==> src/hdl/mafss_pkg.sv <==
// Shared constants, tables and controller/datapath interface types for the frame sync search.
package mafss_pkg;

	localparam int DEF_BUF_DEPTH = 4096;

	localparam logic [31:0] SYNC_MASK = 32'hffe00000;
	localparam logic [31:0] KEEP_MASK = 32'hfffe0c00;

	localparam int OFF_W      = 12;
	localparam int SIZE_W     = 13;
	localparam int QUO_W      = 12;
	localparam int NUM_W      = 26;
	localparam int DEN_W      = 16;
	localparam int REM_W      = NUM_W + 1;
	localparam int KBPS_W     = 9;
	localparam int WORD_BYTES = 4;
	localparam int MIN_SIZE   = 4;

	localparam int L1_SCALE  = 12000;
	localparam int L23_SCALE = 144000;

	localparam logic [KBPS_W-1:0] KBPS_TAB [0:5][0:14] = '{
		'{9'd0, 9'd32, 9'd64, 9'd96, 9'd128, 9'd160, 9'd192, 9'd224,
		  9'd256, 9'd288, 9'd320, 9'd352, 9'd384, 9'd416, 9'd448},
		'{9'd0, 9'd32, 9'd48, 9'd56, 9'd64, 9'd80, 9'd96, 9'd112,
		  9'd128, 9'd160, 9'd192, 9'd224, 9'd256, 9'd320, 9'd384},
		'{9'd0, 9'd32, 9'd40, 9'd48, 9'd56, 9'd64, 9'd80, 9'd96,
		  9'd112, 9'd128, 9'd160, 9'd192, 9'd224, 9'd256, 9'd320},
		'{9'd0, 9'd32, 9'd48, 9'd56, 9'd64, 9'd80, 9'd96, 9'd112,
		  9'd128, 9'd144, 9'd160, 9'd176, 9'd192, 9'd224, 9'd256},
		'{9'd0, 9'd8, 9'd16, 9'd24, 9'd32, 9'd40, 9'd48, 9'd56,
		  9'd64, 9'd80, 9'd96, 9'd112, 9'd128, 9'd144, 9'd160},
		'{9'd0, 9'd8, 9'd16, 9'd24, 9'd32, 9'd40, 9'd48, 9'd56,
		  9'd64, 9'd80, 9'd96, 9'd112, 9'd128, 9'd144, 9'd160}
	};

	typedef enum logic {
		ADDR_WIN,
		ADDR_FOL
	} addr_sel_t;

	typedef struct packed {
		logic      store;
		logic      clr_p;
		logic      adv_p;
		logic      rd_en;
		addr_sel_t addr_sel;
		logic [2:0] idx;
		logic      shift_h;
		logic      shift_f;
		logic      mul;
		logic      div_init;
		logic      div_step;
		logic      size_latch;
		logic      res_latch;
		logic      res_found;
	} dp_cmd_t;

	typedef struct packed {
		logic in_range;
		logic hdr_ok;
		logic size_ok;
		logic fol_fits;
		logic fol_match;
	} dp_sts_t;

	// lay: 0 = layer I, 1 = layer II, 2 = layer III
	function automatic logic [KBPS_W-1:0] rate_kbps(logic low_sf, logic [1:0] lay,
		logic [3:0] bri);
		logic [2:0] row;
		row = low_sf ? (3'(lay) + 3'd3) : 3'(lay);
		if (bri == 4'hf || lay == 2'd3) begin
			return '0;
		end
		return KBPS_TAB[row][bri];
	endfunction

	function automatic logic [DEN_W-1:0] base_hz(logic [1:0] sri);
		logic [DEN_W-1:0] hz;
		case (sri)
			2'd0:    hz = DEN_W'(44100);
			2'd1:    hz = DEN_W'(48000);
			2'd2:    hz = DEN_W'(32000);
			default: hz = '0;
		endcase
		return hz;
	endfunction

endpackage

==> src/hdl/mafss_ctrl.sv <==
// Controller: load handshake, scan sequencing and output valid.
module mafss_ctrl import mafss_pkg::*; (
	input  logic    clk,
	input  logic    arst_n,
	input  logic    in_valid,
	output logic    in_stall,
	input  logic    last_byte,
	output logic    out_valid,
	input  logic    out_stall,
	input  dp_sts_t sts,
	output dp_cmd_t cmd
);

	localparam int CNT_W = $clog2(QUO_W);

	typedef enum logic [3:0] {
		ST_LOAD,
		ST_PRIME,
		ST_CHECK,
		ST_ADV,
		ST_NEXT,
		ST_SHIFT,
		ST_MUL,
		ST_DINIT,
		ST_DIV,
		ST_SIZE,
		ST_TEST,
		ST_FOL,
		ST_CMP
	} state_t;

	state_t           state_q;
	state_t           state_d;
	logic [CNT_W-1:0] cnt_q;
	logic [CNT_W-1:0] cnt_d;
	logic             out_valid_q;

	always_comb begin
		cmd      = '0;
		state_d  = state_q;
		cnt_d    = cnt_q;
		in_stall = 1'b1;
		unique case (state_q)
			ST_LOAD: begin
				in_stall = out_valid_q && last_byte;
				if (in_valid && !in_stall) begin
					cmd.store = 1'b1;
					if (last_byte) begin
						cmd.clr_p = 1'b1;
						cnt_d     = '0;
						state_d   = ST_PRIME;
					end
				end
			end
			ST_PRIME: begin
				if (cnt_q == '0 && !sts.in_range) begin
					cmd.res_latch = 1'b1;
					state_d       = ST_LOAD;
				end else begin
					if (cnt_q < CNT_W'(WORD_BYTES)) begin
						cmd.rd_en    = 1'b1;
						cmd.addr_sel = ADDR_WIN;
						cmd.idx      = cnt_q[2:0];
					end
					cmd.shift_h = cnt_q != '0;
					if (cnt_q == CNT_W'(WORD_BYTES)) begin
						state_d = ST_CHECK;
					end else begin
						cnt_d = cnt_q + CNT_W'(1);
					end
				end
			end
			ST_CHECK: begin
				state_d = sts.hdr_ok ? ST_MUL : ST_ADV;
			end
			ST_ADV: begin
				cmd.adv_p = 1'b1;
				state_d   = ST_NEXT;
			end
			ST_NEXT: begin
				if (!sts.in_range) begin
					cmd.res_latch = 1'b1;
					state_d       = ST_LOAD;
				end else begin
					cmd.rd_en    = 1'b1;
					cmd.addr_sel = ADDR_WIN;
					cmd.idx      = 3'(WORD_BYTES - 1);
					state_d      = ST_SHIFT;
				end
			end
			ST_SHIFT: begin
				cmd.shift_h = 1'b1;
				state_d     = ST_CHECK;
			end
			ST_MUL: begin
				cmd.mul = 1'b1;
				state_d = ST_DINIT;
			end
			ST_DINIT: begin
				cmd.div_init = 1'b1;
				cnt_d        = '0;
				state_d      = ST_DIV;
			end
			ST_DIV: begin
				cmd.div_step = 1'b1;
				if (cnt_q == CNT_W'(QUO_W - 1)) begin
					state_d = ST_SIZE;
				end else begin
					cnt_d = cnt_q + CNT_W'(1);
				end
			end
			ST_SIZE: begin
				cmd.size_latch = 1'b1;
				state_d        = ST_TEST;
			end
			ST_TEST: begin
				if (!sts.size_ok) begin
					state_d = ST_ADV;
				end else if (!sts.fol_fits) begin
					cmd.res_latch = 1'b1;
					cmd.res_found = 1'b1;
					state_d       = ST_LOAD;
				end else begin
					cnt_d   = '0;
					state_d = ST_FOL;
				end
			end
			ST_FOL: begin
				if (cnt_q < CNT_W'(WORD_BYTES)) begin
					cmd.rd_en    = 1'b1;
					cmd.addr_sel = ADDR_FOL;
					cmd.idx      = cnt_q[2:0];
				end
				cmd.shift_f = cnt_q != '0;
				if (cnt_q == CNT_W'(WORD_BYTES)) begin
					state_d = ST_CMP;
				end else begin
					cnt_d = cnt_q + CNT_W'(1);
				end
			end
			ST_CMP: begin
				if (sts.fol_match) begin
					cmd.res_latch = 1'b1;
					cmd.res_found = 1'b1;
					state_d       = ST_LOAD;
				end else begin
					state_d = ST_ADV;
				end
			end
			default: begin
				state_d = ST_LOAD;
			end
		endcase
	end

	always_ff @(posedge clk or negedge arst_n) begin
		if (!arst_n) begin
			state_q     <= ST_LOAD;
			cnt_q       <= '0;
			out_valid_q <= 1'b0;
		end else begin
			state_q <= state_d;
			cnt_q   <= cnt_d;
			if (cmd.res_latch) begin
				out_valid_q <= 1'b1;
			end else if (out_valid_q && !out_stall) begin
				out_valid_q <= 1'b0;
			end
		end
	end

	assign out_valid = out_valid_q;

	a_no_out_in_scan: assert property (@(posedge clk) disable iff (!arst_n)
		(state_q != ST_LOAD) |-> !out_valid_q)
		else $error("result pending during scan");

	a_valid_from_latch: assert property (@(posedge clk) disable iff (!arst_n)
		$rose(out_valid_q) |-> $past(cmd.res_latch))
		else $error("output valid raised without result latch");

	a_scan_no_load: assert property (@(posedge clk) disable iff (!arst_n)
		(state_q != ST_LOAD) |-> !cmd.store)
		else $error("byte stored during scan");

endmodule

==> config.mk <==
export PLATFORM = sky130hd
export DESIGN_NAME = mafss_ctrl
export DESIGN_NICKNAME = d
export VERILOG_FILES = /design/src/hdl/mafss_pkg.sv /design/src/hdl/mafss_ctrl.sv
export SDC_FILE = /design/constraint.sdc
export NUM_CORES = 1
export LEC_CHECK = 0
export BUFFER_PORTS_ARGS = -buffer_cell sky130_fd_sc_hd__buf_2
export CAP_MARGIN = 30
export CELL_PAD_IN_SITES_DETAIL_PLACEMENT = 1
export CELL_PAD_IN_SITES_GLOBAL_PLACEMENT = 1
export CORE_MARGIN = 1.5
export CORE_UTILIZATION = 35
export CTS_CLUSTER_SIZE = 10
export DETAILED_ROUTE_END_ITERATION = 10
export PLACE_DENSITY_LB_ADDON = 0.05
export SLEW_MARGIN = 15
export SYNTH_ARGS = -nofsm -noshare
export SYNTH_HDL_FRONTEND = slang
export SYNTH_SLANG_ARGS = --single-unit
==> constraint.sdc <==
create_clock -name clk -period 2.8 [get_ports clk]
set_clock_uncertainty 0.2 [all_clocks]
set_input_delay 0.28 -clock clk [delete_from_list [all_inputs] [get_ports clk]]
set_output_delay 0.28 -clock clk [all_outputs]
set_load 0.01 [all_outputs]
### Word-level counts from Yosys, hierarchy flattened

Index checks and enable logic that the tools add are counted.

| operators by class | value |
|---|---|
| $add $sub $neg | 1 |
| multipliers | 0 |
| divide/modulo/power cells | 0 |
| $lt $le $gt $ge | 1 |
| equal/unequal tests | 23 |
| shift-type cells | 0 |
| mux-type cells | 45 |
| bitwise logic cells | 0 |
| reductions and logical operators | 14 |

Operators with widths:

| cell | count |
|---|---|
| 4-bit 2-to-1 mux | 15 |
| 4-bit one-hot mux with 13 select lines | 1 |
| 4-bit == test, second input constant | 6 |
| 4-bit one-hot mux with 6 select lines | 1 |
| 4-bit by 3-bit == test with 1-bit output, second input constant | 5 |
| 2-bit != test, second input constant | 8 |
| 5-bit 2-to-1 mux | 3 |
| 5-bit one-hot mux with 3 select lines | 1 |
| 1-bit 2-to-1 mux | 12 |
| 2-bit 2-to-1 mux | 6 |
| 4-bit by 2-bit == test with 1-bit output, second input constant | 2 |
| 4-bit logical NOT | 2 |
| 7-bit AND reduction | 1 |
| 3-bit 2-to-1 mux | 2 |
| 6-bit 2-to-1 mux | 1 |
| 6-bit nonzero test | 1 |
| 5-bit AND reduction | 1 |
| 4-bit by 1-bit adder with 4-bit output, second input constant | 1 |
| 4-bit by 1-bit == test with 1-bit output, second input constant | 1 |
| 1-bit logical AND | 4 |
| 4-bit by 3-bit less-than comparator with 1-bit output, second input constant | 1 |
| 1-bit one-hot mux with 2 select lines | 2 |
| 1-bit one-hot mux with 4 select lines | 1 |
| 4-bit nonzero test | 1 |
| 3 further kinds | 5 |

| storage, ports and cells | value |
|---|---|
| bits in registers | 9 |
| latch bits | 0 |
| memory bits (writable) | 0 |
| ROM bits | 0 |
| input bits | 10 |
| logic and storage cells | 87 |
| memories | 0 |

### Logic depth before layout (Yosys ltp)

Gate-level depths: netlist of run 1.

| depth | value |
|---|---|
| depth in word-level cells | 5 |
| mapped depth | 7 |

### Least setup slack after synthesis of run 1

OpenSTA, ideal clock, no wires.

| path | value |
|---|---|
| path type | reg-to-output |
| start point | register cnt_q[0] |
| end point | output port cmd[8] (netlist bit) |
| arrival time | 1.631 ns |
| data required time | 2.320 ns |
| setup slack | 0.689 ns |
| stages on the path, launching flop included | 8 |
| buffers on the path | 0 |
| cells stage by stage | dfrtp_1 > inv_1 > ha_1 > or3b_2 > o2111a_1 > nor2_1 > o21a_1 > a21oi_1 |

RTL lines:

| item | RTL line | text |
|---|---|---|
| start: declaration | mafss_ctrl.sv:34 | `logic [CNT_W-1:0] cnt_q;` |
| start signal: assignment | mafss_ctrl.sv:163 | `cnt_q <= cnt_d;` |
| end: declaration | mafss_ctrl.sv:11 | `output dp_cmd_t cmd` |

==> summary.md, run 1 <==
* **Hold Path Cell Cnt** 2
* **Reg-to-Reg Start** state_q[3]
* **wire per inst** 15.2 um
* **# port buffers** 26
* **share of total power in the clock network** 9.4%
* **area growth from synthesis to layout** 18.6%
* **Max-cap violations** 0
* **endpoint kind of the worst setup timing path** primary output
* **share of final-layout standard cells stronger than drive strength 1** 21.9%
* **Die Footprint** 2960 sq um
* **Async S/R FF share, synth** 100%
* **Net Sw Frac** 51.4%
* **classification of the worst setup path** flop to primary output
* **number of global-route vias before repair** 913
* **count of placed standard cells including taps** 180
* **Final Hold Viols** 0
* **Detailed Place HPWL** 2220 um
* **Post-DRT Antenna Nets** 0
* **warnings from Yosys** 0
* **share of synthesized area occupied by flip-flops and latches** 24.3%
* **r2r endpoint** cnt_q[3]
* **initial DRC count** 13
* **number of slew-limit violations in the final report** 0
* **core box area** 2500 sq um
* **standard-cell row count** 18
* **minimum clock period after layout** 2.65 ns
* **Static Leakage** 0.552 nW
* **antenna diode count** 0
* **Worst Min Path Start** out_stall
* **Multi-input gate area** 606 sq um
* **Util after Layout** 43.9%
* **clock sinks** 9
* **effective utilization at floorplan** 37.0%
* **Gate power share** 63.4%
* **Vert. Die Dim** 54.4 um
* **Clk Tree Root Cell** clkbuf_4
* **area used by sequential logic in the layout** 225 sq um
* **synthesized area per cell** 7.12 sq um
* **worst-case clock buffer depth** 2
* **Yosys top cell area share** 24.3%
* **Max-Slew Margin vs Limit** 52.8%
* **clock tree from TritonCTS** yes
* **highest-count cells in the layout ignoring fill and taps** buf_2 (26), nor2_1 (18), nand2b_1 (11), inv_1 (11), dfrtp_1 (9)
* **maximum fanout encountered on the critical timing path** 4
* **unrepaired setup endpoints after global routing** no
* **cell accounting for the most synthesized area** dfrtp_1
* **leading post-synthesis cells by cell area** dfrtp_1 (24%), nand2b_1 (7.4%), nor2_1 (7.3%), inv_1 (4.5%), a21oi_1 (4.3%)
* **die span in x** 54.4 um
* **setup_tns** 0 ns
* **initial antenna violation count** 0
* **clock buffers created by TritonCTS** 3
* **outcome** completed
* **total gr overflow** 0
* **least setup slack across all paths after layout** 0.148 ns
* **net switching power figure** 0.565 mW
* **slew at the pin closest to its max-slew limit** 0.704 ns
* **clock-pin slew on the worst setup and hold paths** 0.06 ns
* **Distinct cells, synth** 39
* **Synthesized Nets** 142
* **Final Non-Filler Cells** 185
* **post-CTS setup buffer count** 0
* **first-pass GRT wire length** 4400 um
* **fillcell total** 341
* **Gates resized, CTS repair** 0
* **total number of vias** 1009
* **cell depth of the worst flop-to-flop path** 4
* **1st-pass router iterations** 4
* **PwrDens** 999 nW/um^2
* **final setup violating endpoints** 0
* **required time worst endpoint** 2.32 ns
* **deepest level of the CTS H-tree** 1
* **Non-Filler Cell Area, Final** 1100 sq um
* **final worst path period share** 94.7%
* **DP Worst Slack** 0.458 ns
* **latest clock arrival within the worst-skew pair** 0.27 ns
* **total standard cell area after synthesis** 926 sq um
* **most frequent standard cell in the layout excluding fill and tap cells** buf_2
* **pin count of the biggest net entering global routing** 20
* **Critical Path Source Type** flop
* **Top Ports** 28
* **GPL Wtd Cong** 0.782
* **synthesized flop and latch total** 9
* **number of enable-type register cells in the synthesized netlist** 0
* **Internal** 0.533 mW
* **Min Hold Slack** 0.0138 ns
* **worst hold endpoint** out_valid
* **mean number of vias per cell** 5.45
* **overall routing resource usage** 21.2%
* **Overall Power** 1.10 mW
* **Cells after Synth** 130
* **sequential power share** 27.2%
* **total cell area at the placement stage** 1060 sq um
* **final net count** 168
* **DRC Markers** 0
* **most instantiated flip-flop cell in the synthesis netlist** dfrtp_1
* **worst path arrival time** 2.17 ns
* **Worst IR Drop VDD** 0.573 mV
* **minimum setup slack among reg-to-reg paths** 0.51 ns
* **worst hold path class** input pin to flop
* **peak clock frequency supported by timing** 0.377 GHz
* **final routed wirelength across all metal layers** 2820 um
==> kinds of logic after synthesis <==
kind of cell	synth area share, %
buf+inv	10.3
fa+ha+maj	2.70
mux	2.16
other cells	0.405
flops	24.3
compound gates	24.9
simple gates	34.3
xor+xnor	0.946
==> synth_stat cells, types with 2 or more instances <==
cell type  count
o21ai_0        7
nor3_1         7
nand3_1        5
o2bb2ai_1      2
buf_2          4
buf_4          4
dfrtp_1        9
nand4b_1       2
a21o_1         3
nand3b_1       2
a21oi_1        8
nand2_1        7
nand2b_1      11
mux2i_1        2
nor2_1        18
o22ai_1        2
inv_1         11
nor2b_1        3
ha_1           2
a21boi_0       2
==> power by group through the flow <==
stage                     logic (mW)  clock network [mW]  registers [mW]
after floorplan                0.594                   0           0.201
after global placement         0.690                   0           0.295
after detailed placement       0.697                   0           0.299
after CTS                      0.701               0.108           0.297
after global routing           0.784               0.115           0.314
final                          0.696               0.103           0.298
==> worst max-delay path by stage <==
| stage | to | slack (ns) | from | cells past startpoint |
|---|---|---|---|---|
| 2_1_floorplan | cmd[8] | 0.69 | cnt_q[0] | 7 |
| 3_3_place_gp | cmd[8] | 0.51 | cnt_q[0] | 8 |
| 3_5_place_dp | cmd[8] | 0.46 | cnt_q[0] | 8 |
| 4_1_cts | cmd[8] | 0.15 | cnt_q[0] | 8 |
| 5_1_grt | cmd[8] | 0.03 | cnt_q[1] | 8 |
| 6_report | cmd[8] | 0.15 | cnt_q[1] | 8 |
==> layout make-up <==
cell class / instances / area share [%]
clock buffer: 4 / 2.39
inverter: 11 / 3.76
multi-input combinational: 101 / 55.1
sequential: 9 / 20.5
tap: 30 / 3.42
timing repair buffer: 30 / 14.8
==> what timing repair did <==
item,CTS,global route
endpoints found under the setup margin,0,0
hold endpoints to repair,9,0
hold buffers,1,0
==> state kept, by name (all words and copies together), names as in the netlist <==
register and cells:
cnt_q 4, state_q 4, out_valid 1
==> metal layers <==
metal / track usage (%) / wire [um] / vias up
li1: - / - / 501
met1: 25.6 / 1290 / 486
met2: 37.8 / 1420 / 20
met3: 4.92 / 84 / 2
met4: 5.00 / 24 / 0
met5: 0 / 0 / -
==> critical path, stage by stage (launching register included) <==
cell	delay, ns
dfrtp_1	0.41
inv_1	0.10
ha_1	0.17
or3b_2	0.49
o2111a_1	0.27
nor2_1	0.09
o21a_1	0.17
a21oi_1	0.06
buf_2	0.14
Note: power is estimated with default switching activity, not from simulation.
==> run 2: changes to the inputs <==
--- a/config.mk
+++ b/config.mk
@@ -5,12 +5,13 @@
 export SDC_FILE = /design/constraint.sdc
 export NUM_CORES = 1
 export LEC_CHECK = 0
+export ABC_AREA = 1
 export BUFFER_PORTS_ARGS = -buffer_cell sky130_fd_sc_hd__buf_2
 export CAP_MARGIN = 30
 export CELL_PAD_IN_SITES_DETAIL_PLACEMENT = 1
 export CELL_PAD_IN_SITES_GLOBAL_PLACEMENT = 1
-export CORE_MARGIN = 1.5
-export CORE_UTILIZATION = 35
+export CORE_MARGIN = 4
+export CORE_UTILIZATION = 33
 export CTS_CLUSTER_SIZE = 10
 export DETAILED_ROUTE_END_ITERATION = 10
 export PLACE_DENSITY_LB_ADDON = 0.05
==> run 2 against run 1 <==
Effect of this change: worst hold slack improved by 0.019 ns; die area grew 24%; sequential power shrank 24%; global-route usage shrank 3.8 points; highest routed layer unchanged.
==> summary.md, run 2 <==
* **number of enable-type register cells in the synthesized netlist** 0
* **cell accounting for the most synthesized area** dfrtp_1
* **minimum clock period after layout** 2.23 ns
* **worst hold path class** input pin to flop
* **Max-cap violations** 0
* **number of global-route vias before repair** 995
* **clock buffers created by TritonCTS** 3
* **Die Footprint** 3670 sq um
* **clock-pin slew on the worst setup and hold paths** 0.07 ns
* **share of final-layout standard cells stronger than drive strength 1** 22.9%
* **Post-DRT Antenna Nets** 0
* **total standard cell area after synthesis** 912 sq um
* **Distinct cells, synth** 24
* **net switching power figure** 0.626 mW
* **initial DRC count** 32
* **Critical Path Source Type** flop
* **area growth from synthesis to layout** 21.0%
* **most instantiated cells after synthesis** nand2_1 (50), inv_1 (25), nor2_1 (21)
* **synthesized flop and latch total** 9
* **Top Ports** 28
* **Worst IR Drop VDD** 0.398 mV
* **peak clock frequency supported by timing** 0.448 GHz
* **Vert. Die Dim** 60.6 um
* **first-pass GRT wire length** 4650 um
* **setup_tns** 0 ns
* **Gate power share** 69.6%
* **number of slew-limit violations in the final report** 0
* **deepest level of the CTS H-tree** 1
* **overall routing resource usage** 17.4%
* **initial antenna violation count** 0
* **Synthesized Nets** 171
* **# port buffers** 26
* **Net Sw Frac** 56.6%
* **Overall Power** 1.11 mW
* **unrepaired setup endpoints after global routing** no
* **synthesized area per cell** 5.74 sq um
* **pin count of the biggest net entering global routing** 10
* **ordered list of cells on the worst path** inv_1 -> ha_1 -> nand3_1 -> nand2_1 -> nand2_2 -> a21oi_1 -> a21oi_1 -> buf_2
* **Worst Min Path Start** out_stall
* **Cells after Synth** 159
* **worst-case clock buffer depth** 2
* **worst path arrival time** 1.75 ns
* **highest-count cells in the layout ignoring fill and taps** nand2_1 (50), buf_2 (26), inv_1 (25), nor2_1 (21), nand3_1 (13)
* **Hold Path Cell Cnt** 3
* **share of synthesized area occupied by flip-flops and latches** 24.7%
* **share of total power in the clock network** 9.9%
* **wire per inst** 13.2 um
* **DRC Markers** 0
* **CP max-delay cell** dfrtp_1
* **clock tree from TritonCTS** yes
* **GPL Wtd Cong** 0.906
* **final worst path period share** 79.7%
* **count of placed standard cells including taps** 213
* **final routed wirelength across all metal layers** 2880 um
* **final setup violating endpoints** 0
* **mean number of vias per cell** 4.86
* **endpoint kind of the worst setup timing path** primary output
* **cell seen most often among critical-path stages** a21oi_1
* **leading post-synthesis cells by cell area** dfrtp_1 (25%), nand2_1 (21%), inv_1 (10%), nor2_1 (8.6%), nand3_1 (7.1%)
* **warnings from Yosys** 0
* **classification of the worst setup path** flop to primary output
* **Internal** 0.480 mW
* **clock sinks** 9
* **Final Non-Filler Cells** 218
* **PwrDens** 1000 nW/um^2
* **core box area** 2540 sq um
* **latest clock arrival within the worst-skew pair** 0.27 ns
* **longest individual stage delay on the worst path** 0.42 ns
* **total gr overflow** 0
* **Clk Tree Root Cell** clkbuf_4
* **Reg-to-Reg Start** state_q[0]
* **antenna diode count** 0
* **standard-cell row count** 18
* **launching instance or port of the critical path** cnt_q[0]
* **effective utilization at floorplan** 35.8%
* **die span in x** 60.6 um
* **most instantiated flip-flop cell in the synthesis netlist** dfrtp_1
* **maximum fanout encountered on the critical timing path** 4
* **total number of vias** 1059
* **cell depth of the worst flop-to-flop path** 8
* **most frequent standard cell in the layout excluding fill and tap cells** nand2_1
* **outcome** completed
* **Final Hold Viols** 0
* **required time worst endpoint** 2.32 ns
* **top-count cell post-synth** nand2_1
* **final net count** 201
* **sequential power share** 20.5%
* **Yosys top cell area share** 24.7%
* **Static Leakage** 0.697 nW
* **Async S/R FF share, synth** 100%
* **1st-pass router iterations** 4
* **Detailed Place HPWL** 2430 um
==> run 2: cell count changes after synthesis, moves of 3 or more <==
cell,previous run,this run
inv_2,0,3
buf_2,4,1
nand2_2,0,5
nor3_1,7,4
a21o_1,3,0
inv_1,11,25
nand3_1,5,13
o21ai_0,7,2
buf_4,4,1
nor2_2,0,3
nor2_1,18,21
nand2_1,7,50
nand2b_1,11,0
==> run 2: final timing paths <==
check | slack, ns | end
worst min-delay path | 0.03 | out_valid
min in group asynchronous | 0.20 | state_q[3]
worst min register to register | 0.35 | cnt_q[1]
worst max-delay path | 0.57 | cmd[9]
max in group asynchronous | 1.99 | cnt_q[1]
worst max register to register | 0.97 | cnt_q[1]
==> run 2: logic make-up after synthesis <==
group           count (synthesis)  share of synthesized area, %
compound gates                 13                          7.82
xor+xnor                        2                          1.92
fa+ha+maj                       2                          2.74
buf+inv                        30                          12.9
flops                           9                          24.7
other cells                     1                         0.411
simple gates                  102                          49.5
==> run 2: repair_timing <==
action | 4_1_cts | 5_1_grt
resized for setup | 0 | 0
buffers inserted | 0 | 0
hold buffers | 1 | 0
endpoints found under the setup margin | 0 | 0
hold endpoints to repair | 9 | 0
==> run 2: per-stage QoR <==
stage                     setup WS, ns  utilization (%)  instance area (sq um)  hold slack [ns]
after floorplan                   1.10                -                    912           -0.216
after global placement           0.889             41.9                   1070          -0.0390
after detailed placement         0.870             41.9                   1070          -0.0360
after CTS                        0.564             43.4                   1100           0.0272
after global routing             0.395             43.4                   1100           0.0817
final                            0.570             43.4                   1100           0.0327
==> run 2: layout make-up <==
type / instances / area (sq um)
well taps: 30 / 37.5
clock buffers: 4 / 26.3
multi-input cells: 120 / 569
flip-flops and latches: 9 / 225
fillers: 369 / 1440
repair buffers: 27 / 140
inverters: 28 / 105
==> run 2: power groups by stage <==
stage	clock (mW)	sequential (mW)	combinational (mW)
5_1_grt	0.118	0.232	0.874
2_1_floorplan	0	0.215	0.562
4_1_cts	0.115	0.225	0.774
6_report	0.109	0.227	0.770
3_5_place_dp	0	0.228	0.769
3_3_place_gp	0	0.224	0.764
==> run 2: metal layers <==
layer / track usage, % / part of all wire, % / up-vias
met1: 24.7 / 51 / 475
met5: 0 / 0 / -
met2: 26.1 / 41 / 32
met4: 5.57 / 1.0 / 0
li1: - / - / 548
met3: 4.04 / 6.6 / 4
==> run 2: critical path: cells and delay by family, from the launching register on <==
kind | cells | cell delay [ns]
buf+inv | 2 | 0.27
fa+ha+maj | 1 | 0.20
flops | 1 | 0.42
simple gates | 3 | 0.32
compound gates | 2 | 0.28
